**src/rtl/core/mft_pkg.sv**
```systemverilog
// shared types, constants and arithmetic helpers of the motor feedback tracker
`default_nettype none
package mft_pkg;

  localparam int MOTORS    = 4;
  localparam int SLOT_W    = $clog2(MOTORS);
  localparam int CNT_W     = 3;
  localparam int ID_W      = 11;
  localparam int OFF_W     = 13;
  localparam int CFG_W     = 52;
  localparam int CFG_IDX_W = 3;
  localparam int Q_DEPTH   = 4;
  localparam int Q_AW      = $clog2(Q_DEPTH);

  localparam logic [CFG_IDX_W-1:0] CFG_ID0     = 3'd0;
  localparam logic [CFG_IDX_W-1:0] CFG_ID1     = 3'd1;
  localparam logic [CFG_IDX_W-1:0] CFG_ID2     = 3'd2;
  localparam logic [CFG_IDX_W-1:0] CFG_ID3     = 3'd3;
  localparam logic [CFG_IDX_W-1:0] CFG_MODELS  = 3'd4;
  localparam logic [CFG_IDX_W-1:0] CFG_OFFSETS = 3'd5;
  localparam logic [CFG_IDX_W-1:0] CFG_VMODE   = 3'd6;
  localparam logic [CFG_IDX_W-1:0] CFG_COUNT   = 3'd7;

  localparam logic OP_FRAME = 1'b0;
  localparam logic OP_TICK  = 1'b1;

  typedef enum logic [1:0] {
    MODEL_NONE   = 2'd0,
    MODEL_M2006  = 2'd1,
    MODEL_M3508  = 2'd2,
    MODEL_GM6020 = 2'd3
  } model_t;

  typedef enum logic [1:0] {
    KIND_REJECT = 2'd0,
    KIND_ACCEPT = 2'd1,
    KIND_UPDATE = 2'd2
  } kind_t;

  typedef enum logic [2:0] {
    BK_IDLE,
    BK_CALC,
    BK_MUL,
    BK_RND,
    BK_EMIT
  } bk_state_t;

  typedef struct packed {
    logic [MOTORS-1:0][ID_W-1:0] feedback_id;
    logic [7:0]                  models;
    logic [CFG_W-1:0]            offsets;
    logic                        voltage_mode;
    logic [CNT_W-1:0]            motor_count;
  } cfg_t;

  typedef struct packed {
    logic               op;
    logic               hit;
    logic [SLOT_W-1:0]  slot;
    logic [15:0]        encoder;
    logic signed [15:0] speed;
    logic signed [15:0] current;
    logic [7:0]         temp;
  } cmd_t;

  // Q26 scale coefficients, rounded to nearest
  localparam logic [63:0] PI_Q30 = 64'd3373259426;
  localparam logic [31:0] ANG_R1    = 32'(PI_Q30);
  localparam logic [31:0] ANG_R36   = 32'((PI_Q30 * 2 + 36) / 72);
  localparam logic [31:0] ANG_R3508 = 32'((PI_Q30 * 187 * 2 + 3591) / 7182);
  localparam logic [39:0] VEL_R1    = 40'((PI_Q30 * 8192 * 2 + 30) / 60);
  localparam logic [39:0] VEL_R36   = 40'((PI_Q30 * 8192 * 2 + 1080) / 2160);
  localparam logic [39:0] VEL_R3508 = 40'((PI_Q30 * 8192 * 187 * 2 + 107730) / 215460);
  localparam logic [39:0] TQ_M2006  = 40'(((64'd18 << 42) * 2 + 100000) / 200000);
  localparam logic [39:0] TQ_M3508  = 40'(64'd6 << 28);
  localparam logic [39:0] TQ_GM_CUR = 40'(((64'd2223 << 28) * 2 + 1000) / 2000);
  localparam logic [39:0] TQ_GM_VOLT = 40'(((64'd2223 << 42) * 2 + 25000000) / 50000000);

  // one wrap of an encoder difference into half a turn
  function automatic logic signed [17:0] wrap_delta(input logic signed [17:0] d);
    logic signed [17:0] r;
    if (d > 18'sd4096) r = d - 18'sd8192;
    else if (d < -18'sd4096) r = d + 18'sd8192;
    else r = d;
    return r;
  endfunction

  // drop 26 fraction bits with half-up rounding on the magnitude, apply sign, saturate
  function automatic logic [31:0] round_q26(input logic [63:0] p, input logic neg);
    logic [63:0] s;
    logic [37:0] r;
    logic [31:0] q;
    s = p + 64'd33554432;
    r = s[63:26];
    if (!neg) q = (r > 38'h7FFFFFFF) ? 32'h7FFFFFFF : r[31:0];
    else q = (r > 38'h80000000) ? 32'h80000000 : (32'd0 - r[31:0]);
    return q;
  endfunction

endpackage
`default_nettype wire

```
**src/rtl/core/mft_queue.sv**
```systemverilog
// short command queue between front and back end
`default_nettype none
module mft_queue (
  input  logic          clk,
  input  logic          rst_n,
  input  logic          push,
  input  mft_pkg::cmd_t push_data,
  output logic          full,
  input  logic          pop,
  output mft_pkg::cmd_t pop_data,
  output logic          empty
);
  import mft_pkg::*;

  cmd_t            mem_r [Q_DEPTH];
  logic [Q_AW-1:0] wr_ptr_r;
  logic [Q_AW-1:0] rd_ptr_r;
  logic [Q_AW:0]   count_r;

  assign full     = (count_r == (Q_AW + 1)'(Q_DEPTH));
  assign empty    = (count_r == '0);
  assign pop_data = mem_r[rd_ptr_r];

  always_ff @(posedge clk) begin
    if (!rst_n) begin
      wr_ptr_r <= '0;
      rd_ptr_r <= '0;
      count_r  <= '0;
    end else begin
      if (push) wr_ptr_r <= wr_ptr_r + 1'b1;
      if (pop)  rd_ptr_r <= rd_ptr_r + 1'b1;
      if (push && !pop) count_r <= count_r + 1'b1;
      else if (!push && pop) count_r <= count_r - 1'b1;
    end
  end

  always_ff @(posedge clk) begin
    if (push) mem_r[wr_ptr_r] <= push_data;
  end

endmodule
`default_nettype wire

```
**config.mk**
```make
export PLATFORM = sky130hd
export DESIGN_NAME = mft_queue
export DESIGN_NICKNAME = d
export VERILOG_FILES = /design/src/rtl/core/mft_pkg.sv /design/src/rtl/core/mft_queue.sv
export SDC_FILE = /design/constraint.sdc
export NUM_CORES = 1
export LEC_CHECK = 0
export BUFFER_PORTS_ARGS = -buffer_cell sky130_fd_sc_hd__buf_2
export CORE_MARGIN = 10
export CORE_UTILIZATION = 24
export CTS_BUF_LIST = sky130_fd_sc_hd__clkbuf_4 sky130_fd_sc_hd__clkbuf_8
export DETAILED_ROUTE_END_ITERATION = 7
export SLEW_MARGIN = 0
export SYNTH_ARGS = -nofsm -noshare
export SYNTH_HDL_FRONTEND = slang
export SYNTH_SLANG_ARGS = --single-unit
export TNS_END_PERCENT = 1
```
**constraint.sdc**
```tcl
create_clock -name clk -period 2.26 [get_ports clk]
set_input_delay 0.452 -clock clk [delete_from_list [all_inputs] [get_ports clk]]
set_output_delay 0.452 -clock clk [all_outputs]
set_load 0.1 [all_outputs]
```
; Word level (Yosys, flattened, before mapping)
; Memories as Yosys holds them, arrays and structs flattened. A register that Yosys moved wholly into a read port is not among the register bits.
; Cells that the tools add are included.
[op_classes]
n_reduce_logical = 6
eq_ne = 1
addsub = 4
mux = 6
[ops]
columns = op, n
row1 = 3-bit two-way mux, 2
row2 = 2-bit by 1-bit adder with 2-bit output (second input constant), 2
row3 = 2-bit two-way mux, 2
row4 = 3-bit by 1-bit adder with 3-bit output (second input constant), 1
row5 = 3-bit equality test (second input constant), 1
row6 = 3-bit zero test, 1
row7 = 3-bit by 1-bit subtractor with 3-bit output (second input constant), 1
row8 = 1-bit logical AND, 2
row9 = 1-bit zero test, 2
row10 = 1-bit two-way mux, 2
row11 = 2-bit nonzero test, 1
[totals]
output_inout_bits = 62
mem_count = 1
input_bits = 64
ramBits = 240
elab_cells = 21
register_bits = 7
[mem_list]
columns = name, depth, word_bits, rd, rd_ports_with_merged_regs, wr, line
row1 = mem_r, 4, 60, 1, 1, 1, mft_queue.sv:15  ; cmd_t mem_r [Q_DEPTH];

; Logic depth before layout (Yosys ltp)
[logic_depth]
depth_word = 4
ltp_mapped = 7
depth_no_buf = 7

; Worst setup path before layout
; Ideal clock, no wire load.
[synth_path]
path_kind = reg2out
start = register count_r[0]
end = output port full
arrival_time_ps = 2553
stages_incl_launch_ff = 2
required_ps = 1808
path_slack_ps = -745
n_path_buf = 0
cell_sequence = dfxtp_1 > nor3b_1
[synth_via]
elab_chain_len = 1
[synth_lines]
columns = item, line
row1 = from (decl), mft_queue.sv:18  ; logic [Q_AW:0] count_r;
row2 = from (signal assigned), mft_queue.sv:32  ; if (push && !pop) count_r <= count_r + 1'b1;
row3 = from (signal assigned), mft_queue.sv:33  ; else if (!push && pop) count_r <= count_r - 1'b1;
row4 = 3-bit equality test, mft_queue.sv:20  ; assign full = (count_r == (Q_AW + 1)'(Q_DEPTH));
row5 = to (decl), mft_queue.sv:8  ; output logic full,
; No other way between the ends.

==> impl_metrics.ini <==
[run_status]
status = finished with violations
violations = negative setup slack

[setup_path]
reg2regPathDepth = 4
cp_common_cell = buf_12
r2r_end = count_r[2]$_SDFFE_PN0P_
start_kind = flip-flop
cp_max_fo = 7
ff2ff_setup_slack_ps = 740
crit_arrival_ps = 2050
crit_chain = buf_12 -> buf_16 -> mux4_2 -> buf_12
timing.critical_path.slowest_cell_delay_ps = 570
cp.depth = 4
r2r-start = count_r[0]$_SDFFE_PN0P_
crit_path_end = pop_data[57]
end_kind = output port
slowest_stage = mux4_2
critPathKind = reg2out
critPathBufInv = 3
critical_path.top_delay_family = multiplexers
crit_required_ps = 1810

[timing]
fmax_mhz = 400
tns_ps = -11750
rsz0062_at_grt = true
max_slew_margin_pct = 67.8
finalHoldViolations = 0
slew_violations = 0
setup_viol = 60
clock_skew_ps = 6.02
worst_pin_slew_ps = 487
worst_slack_ps = -243
min_period_ps = 2500
finalCritPeriodShare_pct = 111

[layout]
layout_commonest_cell = edfxtp_1
drive_gt1_share_pct = 49.7
postLayoutCoreUtil_pct = 32.1
finalNetCount = 603
area_growth_syn_to_layout_pct = 32.1
final_cell_mix = edfxtp_1 (240), buf_2 (65), mux4_2 (60), clkbuf_8 (45), buf_12 (35)

[global_route]
track_usage_pct = 8.40
antenna_found_initial = 2
grt_pass1_vias = 4563
grt_pass1_wl_um = 29500
grt_max_degree = 61
overflow = 0

[drt]
via_per_inst = 3.85
vias = 4142
initialDrtViolationCount = 271
wirelength_um = 19900
first_pass_iters = 4
wl_per_cell_um = 18.5
drc = 0
drtAntennaViolNets = 0

[die]
core_um2 = 37700
die_y_um = 215
initial_utilization_pct = 24.3
ios = 126
fp-row-count = 71
die-area_um2 = 46400
die_x_um = 215

[clocking]
ctsHoldBuffers = 0
clock_latency_ps = 560
clk_pin_slew_ps = 60
clkSinkCount = 249
numCtsBuffers = 42
clockBufferDepth = 3
cts_tree = yes
ctsHtreeMaxLevel = 2
cts-root-buf = clkbuf_8

[logic_synthesis]
syn_area_um2 = 9170
synth_seq_cells = 249
synth_area_leader_cell = edfxtp_1
synth_top_cells_by_area = edfxtp_1 (79%), mux4_2 (15%), dfxtp_1 (2.0%)
avgSynthCellArea_um2 = 25.7
ys_warn_count = 0
syn_nets = 427
synth_top_area_share_pct = 78.6
syn_inst = 357
synth_cell_types = 21
ys_seq_area_share_pct = 80.6

[power_and_ir_drop]
power.density_nw_per_um2 = 992
irDropWorstVdd_mv = 0.598
fin_total_pwr_mw = 12.0
leakagePower_nw = 4.07

[placed_design]
gp_congestion = 0.654
place_ws_ps = 254
hpwl_um = 11500
port_buffers = 125

[flow_run]
max-cap-violations = 0

[worst_hold_path]
hold_path.class = in2reg
-- report_power, final --
| part | internal [mW] | switching (mW) |
|---|---|---|
| registers | 5.30 | 0.0651 |
| clock network | 2.20 | 1.72 |
| logic | 0.892 | 1.83 |
-- cells in the mapped netlist --
cell      number
a21boi_0       1
mux2i_1        2
edfxtp_1     240
nor3_1         1
dfxtp_1        9
nand2_1        1
nor2b_1        2
fa_1           1
buf_6          1
o21ai_0        1
and2_1         9
mux4_2        60
buf_12         6
nor3b_1        1
buf_2          6
xor2_1         3
ha_1           5
buf_1          1
or3_1          1
xnor2_1        2
inv_1          4
-- metrics by stage --
stage / cells / hold WS (ps) / instance area [um2]
after floorplan: 357 / 482 / 9180
after global placement: 990 / 505 / 10900
after detailed placement: 990 / 521 / 10900
after CTS: 1071 / 40.2 / 12000
after global routing: 1074 / 49.1 / 12100
final: 1075 / 110 / 12100
-- sequential cells by signal (all words and copies together), names as in the netlist, named ones only --
register  count
count_r       3
mem_r       240
wr_ptr_r      2
rd_ptr_r      2
-- routing by layer --
layer	vias to the layer above	track usage [%]	share of wire, %
met5	-	0	0
met4	0	3.47	2.4
met3	29	3.23	6.0
met2	102	13.5	50
met1	2139	9.94	42
li1	1872	-	-
-- worst reg2reg max path, cell delays in order, from the launching register on --
cell,delay (ps)
dfxtp_1,370
fa_1,440
xor2_1,180
or3_1,300
a21boi_0,160
-- what timing repair did --
item / in CTS / in global routing
endpoints found under the setup margin: 60 / 60
gates cloned: 2 / 3
buffers inserted: 5 / 0
resized for setup: 65 / 6
-- kinds of logic (layout without fill, tap and decap cells) --
family	Yosys count	count (layout)	synth area share, %
XOR/XNOR	5	5	0.478
adder cells (fa/ha/maj)	6	6	0.901
buffers and inverters	18	224	1.97
multiplexers	62	62	15.0
AO/OA/AOI/OAI	2	2	0.136
other	0	1	0
AND/OR/NAND/NOR	15	15	0.996
flip-flops	249	249	80.6
-- worst min-delay path by stage --
stage	start	to	cells past startpoint
after floorplan	count_r[2]$_SDFFE_PN0P_	count_r[2]$_SDFFE_PN0P_	2
after global placement	count_r[2]$_SDFFE_PN0P_	count_r[2]$_SDFFE_PN0P_	2
after detailed placement	count_r[2]$_SDFFE_PN0P_	count_r[2]$_SDFFE_PN0P_	2
after CTS	push_data[21]	mem_r[3][21]$_DFFE_PP_	1
after global routing	push_data[20]	mem_r[0][20]$_DFFE_PP_	1
final	push_data[21]	mem_r[2][21]$_DFFE_PP_	1
-- cell type report --
| class | count | area (um2) |
|---|---|---|
| clock inverters | 13 | 80.1 |
| multi-input cells | 90 | 1620 |
| clock buffers | 61 | 739 |
| repair buffers | 146 | 1620 |
| flip-flops and latches | 249 | 7390 |
| fillers | 3618 | 25600 |
| inverters | 4 | 15.0 |
| diodes | 1 | 2.50 |
| well taps | 511 | 639 |
Note: power is estimated with default switching activity, not from simulation.
