`src/rtl/core/mft_pkg.sv`:
```
// shared types, constants and arithmetic helpers of the motor feedback tracker
`default_nettype none
package mft_pkg;

  localparam int MOTORS    = 4;
  localparam int SLOT_W    = $clog2(MOTORS);
  localparam int CNT_W     = 3;
  localparam int ID_W      = 11;
  localparam int OFF_W     = 13;
  localparam int CFG_W     = 52;
  localparam int CFG_IDX_W = 3;
  localparam int Q_DEPTH   = 4;
  localparam int Q_AW      = $clog2(Q_DEPTH);

  localparam logic [CFG_IDX_W-1:0] CFG_ID0     = 3'd0;
  localparam logic [CFG_IDX_W-1:0] CFG_ID1     = 3'd1;
  localparam logic [CFG_IDX_W-1:0] CFG_ID2     = 3'd2;
  localparam logic [CFG_IDX_W-1:0] CFG_ID3     = 3'd3;
  localparam logic [CFG_IDX_W-1:0] CFG_MODELS  = 3'd4;
  localparam logic [CFG_IDX_W-1:0] CFG_OFFSETS = 3'd5;
  localparam logic [CFG_IDX_W-1:0] CFG_VMODE   = 3'd6;
  localparam logic [CFG_IDX_W-1:0] CFG_COUNT   = 3'd7;

  localparam logic OP_FRAME = 1'b0;
  localparam logic OP_TICK  = 1'b1;

  typedef enum logic [1:0] {
    MODEL_NONE   = 2'd0,
    MODEL_M2006  = 2'd1,
    MODEL_M3508  = 2'd2,
    MODEL_GM6020 = 2'd3
  } model_t;

  typedef enum logic [1:0] {
    KIND_REJECT = 2'd0,
    KIND_ACCEPT = 2'd1,
    KIND_UPDATE = 2'd2
  } kind_t;

  typedef enum logic [2:0] {
    BK_IDLE,
    BK_CALC,
    BK_MUL,
    BK_RND,
    BK_EMIT
  } bk_state_t;

  typedef struct packed {
    logic [MOTORS-1:0][ID_W-1:0] feedback_id;
    logic [7:0]                  models;
    logic [CFG_W-1:0]            offsets;
    logic                        voltage_mode;
    logic [CNT_W-1:0]            motor_count;
  } cfg_t;

  typedef struct packed {
    logic               op;
    logic               hit;
    logic [SLOT_W-1:0]  slot;
    logic [15:0]        encoder;
    logic signed [15:0] speed;
    logic signed [15:0] current;
    logic [7:0]         temp;
  } cmd_t;

  // Q26 scale coefficients, rounded to nearest
  localparam logic [63:0] PI_Q30 = 64'd3373259426;
  localparam logic [31:0] ANG_R1    = 32'(PI_Q30);
  localparam logic [31:0] ANG_R36   = 32'((PI_Q30 * 2 + 36) / 72);
  localparam logic [31:0] ANG_R3508 = 32'((PI_Q30 * 187 * 2 + 3591) / 7182);
  localparam logic [39:0] VEL_R1    = 40'((PI_Q30 * 8192 * 2 + 30) / 60);
  localparam logic [39:0] VEL_R36   = 40'((PI_Q30 * 8192 * 2 + 1080) / 2160);
  localparam logic [39:0] VEL_R3508 = 40'((PI_Q30 * 8192 * 187 * 2 + 107730) / 215460);
  localparam logic [39:0] TQ_M2006  = 40'(((64'd18 << 42) * 2 + 100000) / 200000);
  localparam logic [39:0] TQ_M3508  = 40'(64'd6 << 28);
  localparam logic [39:0] TQ_GM_CUR = 40'(((64'd2223 << 28) * 2 + 1000) / 2000);
  localparam logic [39:0] TQ_GM_VOLT = 40'(((64'd2223 << 42) * 2 + 25000000) / 50000000);

  // one wrap of an encoder difference into half a turn
  function automatic logic signed [17:0] wrap_delta(input logic signed [17:0] d);
    logic signed [17:0] r;
    if (d > 18'sd4096) r = d - 18'sd8192;
    else if (d < -18'sd4096) r = d + 18'sd8192;
    else r = d;
    return r;
  endfunction

  // drop 26 fraction bits with half-up rounding on the magnitude, apply sign, saturate
  function automatic logic [31:0] round_q26(input logic [63:0] p, input logic neg);
    logic [63:0] s;
    logic [37:0] r;
    logic [31:0] q;
    s = p + 64'd33554432;
    r = s[63:26];
    if (!neg) q = (r > 38'h7FFFFFFF) ? 32'h7FFFFFFF : r[31:0];
    else q = (r > 38'h80000000) ? 32'h80000000 : (32'd0 - r[31:0]);
    return q;
  endfunction

endpackage
`default_nettype wire

```
`src/rtl/core/mft_if.sv`:
```
// request and result channels of the motor feedback tracker
`default_nettype none
interface mft_in_if;
  logic        valid;
  logic        ready;
  logic        op;
  logic [10:0] frame_id;
  logic        frame_standard;
  logic [3:0]  frame_length;
  logic [15:0] encoder_raw;
  logic signed [15:0] rotor_speed;
  logic signed [15:0] current_raw;
  logic [7:0]  temperature_raw;

  modport source(output valid, op, frame_id, frame_standard, frame_length, encoder_raw,
                 rotor_speed, current_raw, temperature_raw, input ready);
  modport sink(input valid, op, frame_id, frame_standard, frame_length, encoder_raw,
               rotor_speed, current_raw, temperature_raw, output ready);
endinterface

`default_nettype wire

```
`src/rtl/core/mft_front.sv`:
```
// front end: takes requests and matches feedback frames against the slot ids
`default_nettype none
module mft_front (
  mft_in_if.sink         in_ch,
  input  mft_pkg::cfg_t  cfg,
  input  logic           q_full,
  output logic           push,
  output mft_pkg::cmd_t  cmd
);
  import mft_pkg::*;

  logic [CNT_W-1:0]  n;
  logic              ok;
  logic              hit;
  logic [SLOT_W-1:0] slot;

  always_comb begin
    n = (cfg.motor_count > CNT_W'(MOTORS)) ? CNT_W'(MOTORS) : cfg.motor_count;
    ok = in_ch.frame_standard && (in_ch.frame_length >= 4'd7);
    hit = 1'b0;
    slot = '0;
    // walk down so the lowest matching slot wins
    for (int i = MOTORS - 1; i >= 0; i--) begin
      if (ok && (CNT_W'(i) < n) && (cfg.feedback_id[i] == in_ch.frame_id)) begin
        hit = 1'b1;
        slot = SLOT_W'(i);
      end
    end
  end

  always_comb begin
    cmd.op      = in_ch.op;
    cmd.hit     = hit;
    cmd.slot    = slot;
    cmd.encoder = in_ch.encoder_raw;
    cmd.speed   = in_ch.rotor_speed;
    cmd.current = in_ch.current_raw;
    cmd.temp    = in_ch.temperature_raw;
  end

  assign in_ch.ready = !q_full;
  assign push        = in_ch.valid && !q_full;

endmodule
`default_nettype wire

```
`src/flat_wrapper.sv`:
```
// flat-port wrapper written by rule: the top's interface ports become plain ports
module mft_front_flat import mft_pkg::*;
  (cfg, q_full, push, cmd, in_ch_valid, in_ch_op, in_ch_frame_id, in_ch_frame_standard, in_ch_frame_length, in_ch_encoder_raw, in_ch_rotor_speed, in_ch_current_raw, in_ch_temperature_raw, in_ch_ready);
  mft_in_if in_ch_i ();
  input  mft_pkg::cfg_t cfg;
  input  logic q_full;
  output logic push;
  output mft_pkg::cmd_t cmd;
  input wire logic [$bits(in_ch_i.valid)-1:0] in_ch_valid;
  input wire logic [$bits(in_ch_i.op)-1:0] in_ch_op;
  input wire logic [$bits(in_ch_i.frame_id)-1:0] in_ch_frame_id;
  input wire logic [$bits(in_ch_i.frame_standard)-1:0] in_ch_frame_standard;
  input wire logic [$bits(in_ch_i.frame_length)-1:0] in_ch_frame_length;
  input wire logic [$bits(in_ch_i.encoder_raw)-1:0] in_ch_encoder_raw;
  input wire logic [$bits(in_ch_i.rotor_speed)-1:0] in_ch_rotor_speed;
  input wire logic [$bits(in_ch_i.current_raw)-1:0] in_ch_current_raw;
  input wire logic [$bits(in_ch_i.temperature_raw)-1:0] in_ch_temperature_raw;
  output wire logic [$bits(in_ch_i.ready)-1:0] in_ch_ready;
  assign in_ch_i.valid = in_ch_valid;
  assign in_ch_i.op = in_ch_op;
  assign in_ch_i.frame_id = in_ch_frame_id;
  assign in_ch_i.frame_standard = in_ch_frame_standard;
  assign in_ch_i.frame_length = in_ch_frame_length;
  assign in_ch_i.encoder_raw = in_ch_encoder_raw;
  assign in_ch_i.rotor_speed = in_ch_rotor_speed;
  assign in_ch_i.current_raw = in_ch_current_raw;
  assign in_ch_i.temperature_raw = in_ch_temperature_raw;
  assign in_ch_ready = in_ch_i.ready;
  mft_front u_core (.in_ch(in_ch_i), .cfg(cfg), .q_full(q_full), .push(push), .cmd(cmd));
endmodule
```
`config.mk`:
```
export PLATFORM = sky130hd
export DESIGN_NAME = mft_front_flat
export DESIGN_NICKNAME = d
export VERILOG_FILES = /design/src/rtl/core/mft_pkg.sv /design/src/rtl/core/mft_if.sv /design/src/rtl/core/mft_front.sv /design/src/flat_wrapper.sv
export SDC_FILE = /design/constraint.sdc
export NUM_CORES = 1
export LEC_CHECK = 0
export ABC_AREA = 1
export ABC_CLOCK_PERIOD_IN_PS = 2500
export BUFFER_PORTS_ARGS = -buffer_cell sky130_fd_sc_hd__buf_2
export CORE_AREA = 2 2 95 97
export DETAILED_ROUTE_END_ITERATION = 8
export DIE_AREA = 0 0 97 99
export PLACE_DENSITY_LB_ADDON = 0.05
export SKIP_LAST_GASP = 1
export SLEW_MARGIN = 25
export SYNTH_ARGS = -nofsm -noshare
export SYNTH_HDL_FRONTEND = slang
export SYNTH_SLANG_ARGS = --single-unit
```
`constraint.sdc`:
```
create_clock -name vclk -period 2.5
set_input_delay 0.375 -clock vclk [all_inputs]
set_output_delay 0.375 -clock vclk [all_outputs]
set_load 0.05 [all_outputs]
```
# Yosys cells after proc, flatten, opt, wreduce, memory -nomap -nowiden
# Cells that the tools add are included.
[classes]
order_cmp = 6
eq_ne = 4
muxes = 9
reduce_logical = 11
[ops]
columns = ["operator", "count"]
rows = [
  ["$eq A11 B11 Y1", 4],
  ["$logic_and A1 B1 Y1", 10],
  ["$mux W2", 4],
  ["$lt A1 B3 Y1 const A", 2],
  ["$lt A2 B3 Y1 const A", 2],
  ["$ge A4 B3 Y1 const B", 1],
  ["$mux W1", 4],
  ["$gt A3 B3 Y1 const B", 1],
  ["$mux W3", 1],
  ["$logic_not A1 Y1", 1],
]
[word_totals]
reg_bits = 0
in_bits = 183
elab_cells = 30

# Longest topological paths before layout
[depth]
ltp_word = 9
ltp_mapped = 12
mapped_depth_nobuf = 10

# Worst setup path before layout
# Ideal clock, no wire load.
[synth_path]
kind = "input port to output port"
startpoint = "input in_ch_frame_id[10]"
endpoint = "output cmd[56] (netlist name)"
arrival_ps = 1468
required_time_ps = 2125
path_slack_ps = 657
stages = 7
path_buffers = 1
path_cell_list = "buf_4 > xor2_1 > nor2_1 > nand3_1 > nor2_1 > nand2_1 > a21oi_2"
[synth_lines]
columns = ["item", "line", "source"]
rows = [
  ["start: declaration", "flat_wrapper.sv:11", "input wire logic [$bits(in_ch_i.frame_id)-1:0] in_ch_frame_id;"],
  ["end: declaration", "flat_wrapper.sv:8", "output mft_pkg::cmd_t cmd;"],
]

==> metrics <==
initial antenna violation count=0; slew of the pin with the lowest slew margin=0.253 ns; wire length on met1=1740 um; kind of cell adding the most delay to the critical path=buffers and inverters; total of hold buffers inserted after clock tree synthesis=0; initial drt markers=17; number of distinct library cells after synthesis=18; synthesis-to-finish area growth=3.36%; total die area=0.00960 mm^2; syn_nets=422; total area of sequential cells=0 um^2; final number of setup-violating endpoints=0; routed len/inst=10.4 um; total routing resource utilization after global routing=0.0739; via density per instance=3.20; top library cells by usage in the layout, fill and taps aside=sky130_fd_sc_hd__nand2_1 (74), sky130_fd_sc_hd__buf_2 (70), sky130_fd_sc_hd__inv_1 (38), sky130_fd_sc_hd__nor2_1 (26), sky130_fd_sc_hd__xor2_1 (11); leakage power summed over all cells=0.822 nW; vias in the first global route=1216; standard cell with the maximum stage delay on the critical path=sky130_fd_sc_hd__buf_2; number of max-cap violations=0; kind of critical path=input port to output port; Achievable Freq=508 MHz; most common library cell in the layout ignoring fill and taps=sky130_fd_sc_hd__nand2_1; Peak VDD IR=0.0261 mV; die extent in y=99 um; wire length of the first global-routing pass=5750 um; total number of sequential cells=0; total number of yosys warnings=0; power density of the placed cells=138 mW/mm^2; number of instances in the synthesized netlist=239; number of gates given a new drive strength after cts=0; part of the Yosys area used for sequential elements=0; remaining antenna violation count after routing=0; top routing layer in use=met4; Setup Fix Bufs, Post-CTS=0; CP cell instances=buf_2 -> inv_1 -> a21boi_2 -> nand2_1 -> nor2_1 -> nand2_1 -> o21ai_1 -> inv_1 -> nor2_2 -> buf_2; core region area=0.00855 mm^2; hold slack final=0.750 ns; Via Count=1146; DRC violations left=0; Post-layout nets=435; Worst Hold Class=input port to output port; total congestion overflow=0; critical path capture point type=output port; diode insertion count for antenna repair=0; kind of launch point of the worst setup path=input port; met2 wirelength from detailed routing=1630 um; detailed placement HPWL=3430 um; tightest slew margin relative to the limit=0.833; number of clock buffers in the layout=0; detailed route wirelength on metal3=341 um; netlist area before placement=0.00127 mm^2; synthesized area divided by synthesized cell count=5.30 um^2; cell row count=34; # IOs=245; data arrival time at the worst-slack endpoint=1.59 ns; Final min period=1.97 ns; ratio of final minimum period to clock period=0.788; setup TNS=0 ns; RD Place Congestion=0.686; result of the run=finished, final reports clean; initial core utilization=0.148; number of iterations in the first detailed-routing pass=4; final-report hold violation count=0; Slew Viols, Final=0; setup repair after global routing missed its margin=false; number of input and output port buffers inserted=70; routed wire length=3720 um; Die W=97 um; number of inserted filler cells in the final layout=1058; buffer and inverter count on the worst path=4; peak fanout along the critical path=5; ratio of cells with drive above 1 in the final layout=0.312; Crit path required time=2.12 ns; largest net degree at the start of global routing=6; stage delay of the slowest cell on the critical path=0.26 ns
==> cell families after synthesis <==
| logic type | after synthesis | share of synthesized area |
|---|---|---|
| XOR/XNOR | 21 | 0.145 |
| AO/OA/AOI/OAI | 9 | 0.0435 |
| AND/OR/NAND/NOR | 110 | 0.343 |
| buffers and inverters | 99 | 0.468 |
==> per-layer routing <==
layer	up-vias	track usage
li1	658	-
met1	437	0.0977
met2	49	0.126
met3	2	0.0191
met4	0	0.00650
met5	-	0
==> stage by stage <==
| stage | util | power [W] | instance area [um^2] | setup WS, ns | std cells |
|---|---|---|---|---|---|
| floorplan | - | 0.000339 | 1270 | 0.657 | 239 |
| global placement | 0.153 | 0.000189 | 1310 | 0.451 | 358 |
| detailed placement | 0.153 | 0.000187 | 1310 | 0.462 | 358 |
| CTS | 0.153 | 0.000188 | 1310 | 0.466 | 358 |
| global route | 0.153 | 0.000209 | 1310 | 0.338 | 358 |
| finish | 0.153 | 0.000181 | 1310 | 0.531 | 358 |
==> final timing paths <==
check,start,to,slack (ns),depth (start not counted)
max,in_ch_frame_id[4],cmd[57],0.53,10
min,in_ch_current_raw[2],cmd[10],0.75,0
==> Yosys cell counts <==
library cell | n | area (um^2)
sky130_fd_sc_hd__nand2_1 | 74 | 278
sky130_fd_sc_hd__and2_0 | 1 | 6.26
sky130_fd_sc_hd__o21ai_1 | 1 | 5.00
sky130_fd_sc_hd__buf_4 | 59 | 443
sky130_fd_sc_hd__nand4_1 | 2 | 12.5
sky130_fd_sc_hd__a21oi_2 | 1 | 8.76
sky130_fd_sc_hd__xnor2_1 | 10 | 87.6
sky130_fd_sc_hd__inv_1 | 38 | 143
sky130_fd_sc_hd__nor2_2 | 2 | 12.5
sky130_fd_sc_hd__or2_2 | 1 | 6.26
sky130_fd_sc_hd__inv_2 | 2 | 7.51
sky130_fd_sc_hd__a21oi_1 | 1 | 5.00
sky130_fd_sc_hd__nor2_1 | 26 | 97.6
sky130_fd_sc_hd__a21boi_2 | 1 | 11.3
sky130_fd_sc_hd__xor2_1 | 11 | 96.3
sky130_fd_sc_hd__nand3_1 | 3 | 15.0
sky130_fd_sc_hd__o21ai_0 | 5 | 25.0
sky130_fd_sc_hd__nand2_2 | 1 | 6.26
==> power by group <==
| group | internal, W | switching [W] | leakage, nW | total [W] |
|---|---|---|---|---|
| registers | 0 | 0 | 0 | 0 |
| clock network | 0 | 0 | 0 | 0 |
| logic | 0.0000832 | 0.0000980 | 0.822 | 0.000181 |
| total | 0.0000832 | 0.0000980 | 0.822 | 0.000181 |
==> area by class of cell <==
cell class	instances	area, um^2	area share
Tap cell	108	135	0.103
Inverter	40	150	0.115
Timing Repair Buffer	70	350	0.268
Multi-Input combinational cell	140	673	0.514
Note: power is estimated with default switching activity, not from simulation.
