===== src/rtl/core/mft_pkg.sv =====
// shared types, constants and arithmetic helpers of the motor feedback tracker
`default_nettype none
package mft_pkg;

  localparam int MOTORS    = 4;
  localparam int SLOT_W    = $clog2(MOTORS);
  localparam int CNT_W     = 3;
  localparam int ID_W      = 11;
  localparam int OFF_W     = 13;
  localparam int CFG_W     = 52;
  localparam int CFG_IDX_W = 3;
  localparam int Q_DEPTH   = 4;
  localparam int Q_AW      = $clog2(Q_DEPTH);

  localparam logic [CFG_IDX_W-1:0] CFG_ID0     = 3'd0;
  localparam logic [CFG_IDX_W-1:0] CFG_ID1     = 3'd1;
  localparam logic [CFG_IDX_W-1:0] CFG_ID2     = 3'd2;
  localparam logic [CFG_IDX_W-1:0] CFG_ID3     = 3'd3;
  localparam logic [CFG_IDX_W-1:0] CFG_MODELS  = 3'd4;
  localparam logic [CFG_IDX_W-1:0] CFG_OFFSETS = 3'd5;
  localparam logic [CFG_IDX_W-1:0] CFG_VMODE   = 3'd6;
  localparam logic [CFG_IDX_W-1:0] CFG_COUNT   = 3'd7;

  localparam logic OP_FRAME = 1'b0;
  localparam logic OP_TICK  = 1'b1;

  typedef enum logic [1:0] {
    MODEL_NONE   = 2'd0,
    MODEL_M2006  = 2'd1,
    MODEL_M3508  = 2'd2,
    MODEL_GM6020 = 2'd3
  } model_t;

  typedef enum logic [1:0] {
    KIND_REJECT = 2'd0,
    KIND_ACCEPT = 2'd1,
    KIND_UPDATE = 2'd2
  } kind_t;

  typedef enum logic [2:0] {
    BK_IDLE,
    BK_CALC,
    BK_MUL,
    BK_RND,
    BK_EMIT
  } bk_state_t;

  typedef struct packed {
    logic [MOTORS-1:0][ID_W-1:0] feedback_id;
    logic [7:0]                  models;
    logic [CFG_W-1:0]            offsets;
    logic                        voltage_mode;
    logic [CNT_W-1:0]            motor_count;
  } cfg_t;

  typedef struct packed {
    logic               op;
    logic               hit;
    logic [SLOT_W-1:0]  slot;
    logic [15:0]        encoder;
    logic signed [15:0] speed;
    logic signed [15:0] current;
    logic [7:0]         temp;
  } cmd_t;

  // Q26 scale coefficients, rounded to nearest
  localparam logic [63:0] PI_Q30 = 64'd3373259426;
  localparam logic [31:0] ANG_R1    = 32'(PI_Q30);
  localparam logic [31:0] ANG_R36   = 32'((PI_Q30 * 2 + 36) / 72);
  localparam logic [31:0] ANG_R3508 = 32'((PI_Q30 * 187 * 2 + 3591) / 7182);
  localparam logic [39:0] VEL_R1    = 40'((PI_Q30 * 8192 * 2 + 30) / 60);
  localparam logic [39:0] VEL_R36   = 40'((PI_Q30 * 8192 * 2 + 1080) / 2160);
  localparam logic [39:0] VEL_R3508 = 40'((PI_Q30 * 8192 * 187 * 2 + 107730) / 215460);
  localparam logic [39:0] TQ_M2006  = 40'(((64'd18 << 42) * 2 + 100000) / 200000);
  localparam logic [39:0] TQ_M3508  = 40'(64'd6 << 28);
  localparam logic [39:0] TQ_GM_CUR = 40'(((64'd2223 << 28) * 2 + 1000) / 2000);
  localparam logic [39:0] TQ_GM_VOLT = 40'(((64'd2223 << 42) * 2 + 25000000) / 50000000);

  // one wrap of an encoder difference into half a turn
  function automatic logic signed [17:0] wrap_delta(input logic signed [17:0] d);
    logic signed [17:0] r;
    if (d > 18'sd4096) r = d - 18'sd8192;
    else if (d < -18'sd4096) r = d + 18'sd8192;
    else r = d;
    return r;
  endfunction

  // drop 26 fraction bits with half-up rounding on the magnitude, apply sign, saturate
  function automatic logic [31:0] round_q26(input logic [63:0] p, input logic neg);
    logic [63:0] s;
    logic [37:0] r;
    logic [31:0] q;
    s = p + 64'd33554432;
    r = s[63:26];
    if (!neg) q = (r > 38'h7FFFFFFF) ? 32'h7FFFFFFF : r[31:0];
    else q = (r > 38'h80000000) ? 32'h80000000 : (32'd0 - r[31:0]);
    return q;
  endfunction

endpackage
`default_nettype wire


===== src/rtl/core/mft_if.sv =====
// request and result channels of the motor feedback tracker
`default_nettype none


interface mft_out_if;
  logic        valid;
  logic        ready;
  logic [1:0]  motor_index;
  logic [1:0]  result_kind;
  logic [7:0]  temperature_out;
  logic signed [31:0] total_count;
  logic signed [18:0] turns;
  logic signed [31:0] angle_q16;
  logic signed [31:0] velocity_q16;
  logic signed [31:0] torque_q16;
  logic [31:0] frame_tally;
  logic        last;

  modport source(output valid, motor_index, result_kind, temperature_out, total_count,
                 turns, angle_q16, velocity_q16, torque_q16, frame_tally, last,
                 input ready);
  modport sink(input valid, motor_index, result_kind, temperature_out, total_count,
               turns, angle_q16, velocity_q16, torque_q16, frame_tally, last,
               output ready);
endinterface
`default_nettype wire


===== src/rtl/core/mft_back.sv =====
// back end: slot state, frame store, tick walk with shared multiplier, result register
`default_nettype none
module mft_back (
  input  logic          clk,
  input  logic          rst_n,
  input  mft_pkg::cfg_t cfg,
  input  logic          q_empty,
  input  mft_pkg::cmd_t q_data,
  output logic          pop,
  mft_out_if.source     out_ch
);
  import mft_pkg::*;

  bk_state_t state_r, state_nxt;
  logic [CNT_W-1:0] cnt_r;
  logic [1:0]       mi_r;
  logic             tick_r;
  logic             out_valid_r;
  logic             load;

  // slot state
  logic [15:0]        enc_now_r    [MOTORS];
  logic signed [15:0] spd_r        [MOTORS];
  logic signed [15:0] cur_r        [MOTORS];
  logic [7:0]         temp_r       [MOTORS];
  logic [31:0]        frames_r     [MOTORS];
  logic [15:0]        enc_before_r [MOTORS];
  logic signed [31:0] total_r      [MOTORS];
  logic [MOTORS-1:0]  online_r;
  logic [MOTORS-1:0]  started_r;

  // result under construction
  logic [SLOT_W-1:0]  res_slot_r;
  kind_t              res_kind_r;
  logic [7:0]         res_temp_r;
  logic signed [31:0] res_total_r;
  logic signed [18:0] res_turn_r;
  logic               turn_en_r;
  logic [31:0]        res_frames_r;
  logic               res_last_r;
  logic signed [31:0] x_r    [3];
  logic [39:0]        coef_r [3];
  logic [31:0]        res_q_r[3];
  logic [63:0]        mul_r;
  logic               neg_r;

  // output register
  logic [SLOT_W-1:0]  o_slot_r;
  kind_t              o_kind_r;
  logic [7:0]         o_temp_r;
  logic signed [31:0] o_total_r;
  logic signed [18:0] o_turn_r;
  logic [31:0]        o_ang_r;
  logic [31:0]        o_vel_r;
  logic [31:0]        o_tq_r;
  logic [31:0]        o_frames_r;
  logic               o_last_r;

  // tick step values
  logic [CNT_W-1:0]   n;
  logic [SLOT_W-1:0]  slot;
  model_t             model;
  logic [OFF_W-1:0]   offset;
  logic signed [17:0] d_gm;
  logic signed [17:0] d_run;
  logic signed [32:0] sum;
  logic signed [31:0] run_total;
  logic signed [31:0] new_total;
  logic [31:0]        acoef;
  logic [39:0]        vcoef;
  logic [39:0]        tcoef;
  logic               later;
  logic signed [31:0] mx;
  logic [31:0]        mag;
  logic [63:0]        prod;
  logic signed [32:0] turn_adj;

  always_comb begin
    n = (cfg.motor_count > CNT_W'(MOTORS)) ? CNT_W'(MOTORS) : cfg.motor_count;
    slot = cnt_r[SLOT_W-1:0];
    model = model_t'(cfg.models[2 * slot +: 2]);
    offset = cfg.offsets[OFF_W * slot +: OFF_W];
    d_gm = wrap_delta($signed({2'b00, enc_now_r[slot]}) - $signed({5'b00000, offset}));
    d_run = wrap_delta($signed({2'b00, enc_now_r[slot]}) - $signed({2'b00, enc_before_r[slot]}));
    sum = 33'(total_r[slot]) + 33'(d_run);
    if (sum[32] != sum[31]) run_total = sum[32] ? 32'sh80000000 : 32'sh7FFFFFFF;
    else run_total = sum[31:0];
    if (model == MODEL_GM6020) new_total = 32'(d_gm);
    else if (!started_r[slot]) new_total = '0;
    else new_total = run_total;
    unique case (model)
      MODEL_M2006: begin
        acoef = ANG_R36;   vcoef = VEL_R36;   tcoef = TQ_M2006;
      end
      MODEL_M3508: begin
        acoef = ANG_R3508; vcoef = VEL_R3508; tcoef = TQ_M3508;
      end
      MODEL_GM6020: begin
        acoef = ANG_R1;    vcoef = VEL_R1;
        tcoef = cfg.voltage_mode ? TQ_GM_VOLT : TQ_GM_CUR;
      end
      default: begin
        acoef = ANG_R1;    vcoef = VEL_R1;    tcoef = '0;
      end
    endcase
    later = 1'b0;
    for (int j = 0; j < MOTORS; j++) begin
      if ((CNT_W'(j) > cnt_r) && (CNT_W'(j) < n) && online_r[j]) later = 1'b1;
    end
  end

  // one multiply per step; angle uses the wide operand, speed and current the narrow one
  always_comb begin
    mx = x_r[mi_r];
    mag = mx[31] ? (32'd0 - mx) : mx;
    if (mi_r == 2'd0) prod = mag * coef_r[0][31:0];
    else prod = 64'(mag[15:0]) * 64'(coef_r[mi_r]);
    turn_adj = res_total_r[31] ? (33'(res_total_r) + 33'sd8191) : 33'(res_total_r);
  end

  always_comb begin
    state_nxt = state_r;
    pop = 1'b0;
    load = 1'b0;
    unique case (state_r)
      BK_IDLE: begin
        if (!q_empty) begin
          pop = 1'b1;
          state_nxt = (q_data.op == OP_TICK) ? BK_CALC : BK_EMIT;
        end
      end
      BK_CALC: begin
        if (cnt_r >= n) state_nxt = BK_IDLE;
        else if (online_r[slot]) state_nxt = BK_MUL;
      end
      BK_MUL: begin
        if (mi_r == 2'd2) state_nxt = BK_RND;
      end
      BK_RND: state_nxt = BK_EMIT;
      BK_EMIT: begin
        load = !out_valid_r || out_ch.ready;
        if (load) state_nxt = tick_r ? BK_CALC : BK_IDLE;
      end
      default: state_nxt = BK_IDLE;
    endcase
  end

  always_ff @(posedge clk) begin
    if (!rst_n) begin
      state_r     <= BK_IDLE;
      cnt_r       <= '0;
      mi_r        <= '0;
      tick_r      <= 1'b0;
      out_valid_r <= 1'b0;
      online_r    <= '0;
      started_r   <= '0;
      for (int i = 0; i < MOTORS; i++) frames_r[i] <= '0;
    end else begin
      state_r <= state_nxt;
      if (load) out_valid_r <= 1'b1;
      else if (out_ch.ready) out_valid_r <= 1'b0;
      unique case (state_r)
        BK_IDLE: begin
          if (pop) begin
            tick_r <= (q_data.op == OP_TICK);
            cnt_r  <= '0;
            if (q_data.op == OP_FRAME && q_data.hit) begin
              online_r[q_data.slot] <= 1'b1;
              frames_r[q_data.slot] <= frames_r[q_data.slot] + 32'd1;
            end
          end
        end
        BK_CALC: begin
          mi_r <= '0;
          if (cnt_r < n) begin
            cnt_r <= cnt_r + 1'b1;
            if (online_r[slot]) started_r[slot] <= 1'b1;
          end
        end
        BK_MUL: mi_r <= mi_r + 1'b1;
        default: ;
      endcase
    end
  end

  always_ff @(posedge clk) begin
    case (state_r)
      BK_IDLE: begin
        if (pop && q_data.op == OP_FRAME) begin
          res_last_r  <= 1'b1;
          res_total_r <= '0;
          res_turn_r  <= '0;
          for (int k = 0; k < 3; k++) res_q_r[k] <= '0;
          if (q_data.hit) begin
            enc_now_r[q_data.slot] <= q_data.encoder;
            spd_r[q_data.slot]     <= q_data.speed;
            cur_r[q_data.slot]     <= q_data.current;
            temp_r[q_data.slot]    <= q_data.temp;
            res_kind_r   <= KIND_ACCEPT;
            res_slot_r   <= q_data.slot;
            res_temp_r   <= q_data.temp;
            res_frames_r <= frames_r[q_data.slot] + 32'd1;
          end else begin
            res_kind_r   <= KIND_REJECT;
            res_slot_r   <= '0;
            res_temp_r   <= '0;
            res_frames_r <= '0;
          end
        end
      end
      BK_CALC: begin
        if (cnt_r < n && online_r[slot]) begin
          enc_before_r[slot] <= enc_now_r[slot];
          total_r[slot]      <= new_total;
          res_kind_r   <= KIND_UPDATE;
          res_slot_r   <= slot;
          res_temp_r   <= temp_r[slot];
          res_frames_r <= frames_r[slot];
          res_total_r  <= new_total;
          res_last_r   <= !later;
          turn_en_r    <= (model != MODEL_GM6020) && started_r[slot];
          x_r[0]    <= new_total;
          x_r[1]    <= 32'(spd_r[slot]);
          x_r[2]    <= 32'(cur_r[slot]);
          coef_r[0] <= 40'(acoef);
          coef_r[1] <= vcoef;
          coef_r[2] <= tcoef;
        end
      end
      BK_MUL: begin
        mul_r <= prod;
        neg_r <= mx[31];
        if (mi_r != 2'd0) res_q_r[mi_r - 2'd1] <= round_q26(mul_r, neg_r);
        if (mi_r == 2'd0) res_turn_r <= turn_en_r ? turn_adj[31:13] : '0;
      end
      BK_RND: res_q_r[2] <= round_q26(mul_r, neg_r);
      default: ;
    endcase
    if (load) begin
      o_slot_r   <= res_slot_r;
      o_kind_r   <= res_kind_r;
      o_temp_r   <= res_temp_r;
      o_total_r  <= res_total_r;
      o_turn_r   <= res_turn_r;
      o_ang_r    <= res_q_r[0];
      o_vel_r    <= res_q_r[1];
      o_tq_r     <= res_q_r[2];
      o_frames_r <= res_frames_r;
      o_last_r   <= res_last_r;
    end
  end

  assign out_ch.valid           = out_valid_r;
  assign out_ch.motor_index     = 2'(o_slot_r);
  assign out_ch.result_kind     = o_kind_r;
  assign out_ch.temperature_out = o_temp_r;
  assign out_ch.total_count     = o_total_r;
  assign out_ch.turns           = o_turn_r;
  assign out_ch.angle_q16       = o_ang_r;
  assign out_ch.velocity_q16    = o_vel_r;
  assign out_ch.torque_q16      = o_tq_r;
  assign out_ch.frame_tally     = o_frames_r;
  assign out_ch.last            = o_last_r;

endmodule
`default_nettype wire


===== src/flat_wrapper.sv =====
// flat-port wrapper written by rule: the top's interface ports become plain ports
module mft_back_flat import mft_pkg::*;
  (clk, rst_n, cfg, q_empty, q_data, pop, out_ch_valid, out_ch_motor_index, out_ch_result_kind, out_ch_temperature_out, out_ch_total_count, out_ch_turns, out_ch_angle_q16, out_ch_velocity_q16, out_ch_torque_q16, out_ch_frame_tally, out_ch_last, out_ch_ready);
  mft_out_if out_ch_i ();
  input  logic clk;
  input  logic rst_n;
  input  mft_pkg::cfg_t cfg;
  input  logic q_empty;
  input  mft_pkg::cmd_t q_data;
  output logic pop;
  output wire logic [$bits(out_ch_i.valid)-1:0] out_ch_valid;
  output wire logic [$bits(out_ch_i.motor_index)-1:0] out_ch_motor_index;
  output wire logic [$bits(out_ch_i.result_kind)-1:0] out_ch_result_kind;
  output wire logic [$bits(out_ch_i.temperature_out)-1:0] out_ch_temperature_out;
  output wire logic [$bits(out_ch_i.total_count)-1:0] out_ch_total_count;
  output wire logic [$bits(out_ch_i.turns)-1:0] out_ch_turns;
  output wire logic [$bits(out_ch_i.angle_q16)-1:0] out_ch_angle_q16;
  output wire logic [$bits(out_ch_i.velocity_q16)-1:0] out_ch_velocity_q16;
  output wire logic [$bits(out_ch_i.torque_q16)-1:0] out_ch_torque_q16;
  output wire logic [$bits(out_ch_i.frame_tally)-1:0] out_ch_frame_tally;
  output wire logic [$bits(out_ch_i.last)-1:0] out_ch_last;
  input wire logic [$bits(out_ch_i.ready)-1:0] out_ch_ready;
  assign out_ch_valid = out_ch_i.valid;
  assign out_ch_motor_index = out_ch_i.motor_index;
  assign out_ch_result_kind = out_ch_i.result_kind;
  assign out_ch_temperature_out = out_ch_i.temperature_out;
  assign out_ch_total_count = out_ch_i.total_count;
  assign out_ch_turns = out_ch_i.turns;
  assign out_ch_angle_q16 = out_ch_i.angle_q16;
  assign out_ch_velocity_q16 = out_ch_i.velocity_q16;
  assign out_ch_torque_q16 = out_ch_i.torque_q16;
  assign out_ch_frame_tally = out_ch_i.frame_tally;
  assign out_ch_last = out_ch_i.last;
  assign out_ch_i.ready = out_ch_ready;
  mft_back u_core (.clk(clk), .rst_n(rst_n), .cfg(cfg), .q_empty(q_empty), .q_data(q_data), .pop(pop), .out_ch(out_ch_i));
endmodule

===== config.mk =====
export PLATFORM = sky130hd
export DESIGN_NAME = mft_back_flat
export DESIGN_NICKNAME = d
export VERILOG_FILES = /design/src/rtl/core/mft_pkg.sv /design/src/rtl/core/mft_if.sv /design/src/rtl/core/mft_back.sv /design/src/flat_wrapper.sv
export SDC_FILE = /design/constraint.sdc
export NUM_CORES = 2
export LEC_CHECK = 0
export BUFFER_PORTS_ARGS = -buffer_cell sky130_fd_sc_hd__buf_4
export CORE_ASPECT_RATIO = 1.75
export CORE_MARGIN = 2
export CORE_UTILIZATION = 35
export DETAILED_ROUTE_END_ITERATION = 16
export SLEW_MARGIN = 20
export SYNTH_ARGS = -nofsm -noshare
export SYNTH_HDL_FRONTEND = slang
export SYNTH_SLANG_ARGS = --single-unit

===== constraint.sdc =====
create_clock -name clk -period 12.6 [get_ports clk]
set_clock_uncertainty 0.15 [all_clocks]
set_input_delay 1.26 -clock clk [delete_from_list [all_inputs] [get_ports clk]]
set_output_delay 1.26 -clock clk [all_outputs]
set_load 0.005 [all_outputs]

Word-level counts from Yosys, hierarchy flattened

Memories as Yosys holds them, arrays and structs flattened. A register that Yosys moved wholly into a read port is not among the register bits.
Cells that the tools add are included.

Flip-flop bits (word level): 276
RAM bits: 856
Bits of input ports: 172
Output and inout bits: 194
Logic and storage cells: 256
Memories: 10

Add/subtract/negate cells: 15
Multiply operators: 3
Magnitude comparators: 21
Equality and inequality tests: 19
Shifts and indexed selects: 2
Mux-type cells: 123
Bitwise gates (word level): 4
Reduce and logical (&&, ||, !) cells: 34

Memories:

| memory          | depth | bits a word | rd ports | clocked after Yosys merged registers in | wr ports | RTL line       | source |
|---|---|---|---|---|---|---|---|
| u_core.frames_r | 4     | 32          | 2        | 1                                       | 4        | mft_back.sv:26 | `logic [31:0] frames_r [MOTORS];` |
| u_core.total_r  | 4     | 32          | 1        | 1                                       | 1        | mft_back.sv:28 | `logic signed [31:0] total_r [MOTORS];` |
| u_core.coef_r   | 3     | 40          | 2        | 1                                       | 3        | mft_back.sv:42 | `logic [39:0] coef_r [3];` |
| u_core.res_q_r  | 3     | 32          | 3        | 3                                       | 3        | mft_back.sv:43 | `logic [31:0] res_q_r[3];` |
| u_core.x_r      | 3     | 32          | 1        | 1                                       | 3        | mft_back.sv:41 | `logic signed [31:0] x_r [3];` |
| u_core.cur_r    | 4     | 16          | 1        | 1                                       | 1        | mft_back.sv:24 | `logic signed [15:0] cur_r [MOTORS];` |
| 4 more memories | n/a   | n/a         | n/a      | n/a                                     | n/a      | n/a            |  |

Operators with widths:

| cell                                                            | number |
|---|---|
| 2-to-1 mux 32 bit                                               | 20 |
| one-hot mux 32 bit (2 select lines)                             | 3 |
| one-hot mux 40 bit (3 select lines)                             | 1 |
| one-hot mux 40 bit (2 select lines)                             | 1 |
| 2-to-1 mux 18 bit                                               | 4 |
| adder 64 x 26 -> 64 bit, second input constant                  | 1 |
| multiplier 32 x 32 -> 64 bit                                    | 1 |
| OR reduction 32 bit                                             | 2 |
| subtractor 1 x 32 -> 32 bit, first input constant               | 2 |
| 2-to-1 mux 19 bit                                               | 3 |
| multiplier 16 x 40 -> 56 bit                                    | 1 |
| 2-to-1 mux 56 bit                                               | 1 |
| indexed part select 52 x 7 -> 13 bit                            | 1 |
| 2-to-1 mux 2 bit                                                | 25 |
| 2-to-1 mux 1 bit                                                | 40 |
| greater-than comparator 38 x 31 -> 1 bit, second input constant | 1 |
| greater-than comparator 38 x 32 -> 1 bit, second input constant | 1 |
| one-hot mux 19 bit (2 select lines)                             | 1 |
| adder 18 x 15 -> 18 bit, second input constant                  | 2 |
| greater-than comparator 18 x 14 -> 1 bit, second input constant | 2 |
| less-than comparator 18 x 13 -> 1 bit, second input constant    | 2 |
| subtractor 18 x 15 -> 18 bit, second input constant             | 2 |
| adder 32 x 18 -> 33 bit                                         | 1 |
| adder 32 x 1 -> 32 bit, second input constant                   | 1 |
| other kinds (48)                                                | 102 |

Depth between registers and ports, before layout

Depth after elaboration: 12
Mapped depth: 39
Depth with buffers taken out: 38

Worst setup path after synthesis

No wires, ideal clock.

Kind: input to register
Start point: input port cfg[2] in the netlist's numbering
End point: register u_core.res_frames_r[0] (enable)
Setup time: 0.702 ns
Arrival: 9.422 ns
Data required time: 11.748 ns
Path slack: 2.327 ns
Stages on the path: 7
Buffers on the path: 0
Path through: inv_1 -> nand2_1 -> ha_1 -> a21o_1 -> a21oi_1 -> a21oi_1 -> nor4_1

Cells in the longest elaborated chain, start to end: 6

Ends and longest elaborated chain:

| item                                         | RTL line          | source |
|---|---|---|
| start: declaration                           | flat_wrapper.sv:7 | `input mft_pkg::cfg_t cfg;` |
| greater-than comparator 3 bit                | mft_back.sv:79    | `n = (cfg.motor_count > CNT_W'(MOTORS)) ? CNT_W'(MOTORS) : cfg.motor_count;` |
| 2-to-1 mux 3 bit (*)                         | mft_back.sv:79    |  |
| less-than comparator 3 bit (*)               | mft_back.sv:212   | `if (cnt_r < n && online_r[slot]) begin` |
| logical AND 1 bit (*)                        | mft_back.sv:212   |  |
| inequality test 2 x 1 -> 1 bit (no line) (*) | n/a               |  |
| AND reduction 3 bit (no line) (*)            | n/a               |  |
| end signal: assignment                       | mft_back.sv:202   | `res_frames_r <= frames_r[q_data.slot] + 32'd1;` |
| end signal: assignment                       | mft_back.sv:218   | `res_frames_r <= frames_r[slot];` |
| end: declaration                             | mft_back.sv:39    | `logic [31:0] res_frames_r;` |

Mark *: on every way between the ends. The rest lies on a longest branch, timed or not.
A chain may end at the register's enable or synchronous reset.

==> impl_metrics.ini <==
[run_status]
outcome = finished, final reports clean

[floorplan]
die_h_um = 689
initial_core_util_pct = 35.2
ios = 366
num_rows = 251
die_width_um = 395
dieArea_mm2 = 0.272
core_mm2 = 0.267

[place]
place.gp.congestion = 1.07
dp_cells = 12000
io_buffers = 321
dpl.hpwl_um = 260000

[worst_setup_path]
end_kind = flip-flop
crit_required_ns = 13.05
slowest_stage = fa_1
worst_ep_arrival_time_ns = 12.43
critical_path_class = reg -> reg
cpPeakStageDelay_ns = 0.60
critPathMaxFanout = 16
startpoint_type = flip-flop
crit_top_cell = fa_1

[routing]
via_per_inst = 5.20
wirelength_um = 320000
wire_per_inst_um = 26.2
drt-pass1-iter-count = 6
first_iter_violations = 4422
vias = 63600
post-route-drc-count = 0
antenna_left = 0

[sta]
hold_viol_final = 0
fmax_mhz = 83.5
finalSetupTns_ns = 0
period_minus_slack_ns = 11.98
worst_pin_slew_ns = 1.16
rsz0062_at_grt = no
holdWs_ns = 0.231
setup_violations = 0
slew_violations = 0
finalCritPeriodShare_pct = 95.1
relSlewSlack_pct = 22.1

[synth]
synth_area_leaders = edfxtp_1 33%, fa_1 26%, ha_1 8.6%
syn_nets = 10300
synth_edf_count = 1046
synth_top_cell_area_share_pct = 33.5
ys_seq_elements = 1068
ys_seq_area_share_pct = 33.9
ys_warn_count = 0
syn_area_per_cell_um2 = 11.4
synth.distinct_cells = 116
yosys_most_used_dff = edfxtp_1
synth_top_area_cell = edfxtp_1
synth_cells = 8258
synth-async-reset-ratio_pct = 0
synth_area_mm2 = 0.0939

[global_routing]
grt_use_total_pct = 23.4
grt_pass1_vias = 68800
antenna_found_initial = 28
grt.overflow.total = 0
grt_max_degree = 73
grt_pass1_wl_um = 461000

[final_layout]
layout.nets = 10600
areaGrowthSynthToFinish_pct = 11.5
drive_above_1_share_pct = 11.9
final_common_cell = inv_1
final_cell_mix = 1604 x inv_1, 1230 x fa_1, 1046 x edfxtp_1
layoutNonFillerInstCount = 12200
fill_cells = 25900

[cts]
numCtsBuffers = 94
cts_max_level = 3
tritoncts = done
cts.hold.buffers_added = 0
clockRootBuffer = clkbuf_16
cts-resized-gates = 0
clk_latency_ns = 0.79
ctsLongestPathBuffers = 3
cts.sinks = 1068
cts.clk_slew.worst_paths_ns = 0.07
cts_setup_buffers = 0

[worst_hold_path]
hold_class = reg -> reg

[flow_run]
maxCapViolations = 0
## metrics by stage
step / instance area, um2 / util [%] / setup slack, ns
after detailed placement: 101000 / 38.0 / 0.832
after floorplan: 93900 / - / 2.33
after global routing: 105000 / 39.2 / 0.128
final: 105000 / 39.2 / 0.623
after CTS: 105000 / 39.2 / 0.843
after global placement: 101000 / 38.0 / 0.888
## layer usage
metal  track usage (%)  vias up  share of wire, %
met1              23.0    32400                32
li1                  -    27800                 -
met5                 0        -             0.061
met3              3.60      945               5.2
met2              43.4     2378                53
met4              19.0       28               9.8
## cells in the mapped netlist (all sizes together), types with 55 or more instances
| master | number |
|---|---|
| nor2b | 55 |
| xor2 | 112 |
| nand2 | 817 |
| inv | 1613 |
| edfxtp | 1046 |
| and2 | 154 |
| clkbuf | 208 |
| a21o | 94 |
| fa | 1230 |
| o21ai | 214 |
| a21oi | 269 |
| nand3 | 93 |
| nor2 | 550 |
| ha | 648 |
| nor3 | 77 |
| xnor2 | 128 |
| nand2b | 56 |
| mux4 | 184 |
| buf | 78 |
## critical path: cells and delay by family (launching register included)
kind            cells  cell delay (ns)
simple gates        9             3.24
mux                 2             0.81
buf+inv             6             0.71
fa+ha+maj           9             4.34
flops               1             0.51
compound gates      7             2.03
## worst paths after layout
kind | from | depth (start not counted) | to | slack, ns
setup / recovery | flip-flop | 33 | u_core.mul_r[57]$_SDFFCE_PN0P_ | 0.62
hold / removal | u_core.res_q_r[1][14]$_SDFFCE_PN0P_ | 0 | out_ch_velocity_q16[14]$_DFFE_PP_ | 0.23
setup reg to reg | flip-flop | 33 | u_core.mul_r[57]$_SDFFCE_PN0P_ | 0.62
hold reg to reg | u_core.res_q_r[1][14]$_SDFFCE_PN0P_ | 0 | out_ch_velocity_q16[14]$_DFFE_PP_ | 0.23
## kinds of logic after synthesis
group / after synthesis / share of synthesized area (%)
xor+xnor: 240 / 2.29
fa+ha+maj: 1879 / 34.9
compound gates: 900 / 6.16
flops: 1068 / 33.9
buf+inv: 1904 / 7.72
mux: 230 / 4.94
simple gates: 2037 / 10.1
## area by class of cell
type / count / area (um2) / share of cell area (%)
flip-flops and latches: 1068 / 31900 / 30.4
clock inverters: 67 / 906 / 0.865
repair buffers: 517 / 3880 / 3.71
multi-input cells: 5286 / 55100 / 52.6
well taps: 3542 / 4430 / 4.23
clock buffers: 105 / 2400 / 2.30
inverters: 1618 / 6070 / 5.80
diodes: 11 / 27.5 / 0.0263
## state kept, by name, indices dropped and copies added, names as in the netlist, 4 cells and up, named ones only
register                       count
u_core.enc_now_r                  64
u_core.res_temp_r                  8
u_core.cur_r                      64
u_core.enc_before_r               64
u_core.frames_r                  128
u_core.mul_r                      39
u_core.coef_r                     13
u_core.res_q_r                    96
u_core.out_ch.frame_tally         32
u_core.online_r                    4
out_ch_angle_q16                  32
u_core.spd_r                      64
u_core.total_r                   128
u_core.out_ch.temperature_out      8
u_core.out_ch.turns               19
u_core.x_r                        64
u_core.res_total_r                32
u_core.temp_r                     32
u_core.out_ch.total_count         32
out_ch_velocity_q16               32
u_core.started_r                   4
u_core.res_turn_r                 19
out_ch_torque_q16                 32
u_core.res_frames_r               32
Power is not shown: default switching activity piles up to over one toggle a cycle in this logic, so the estimate is an artifact.
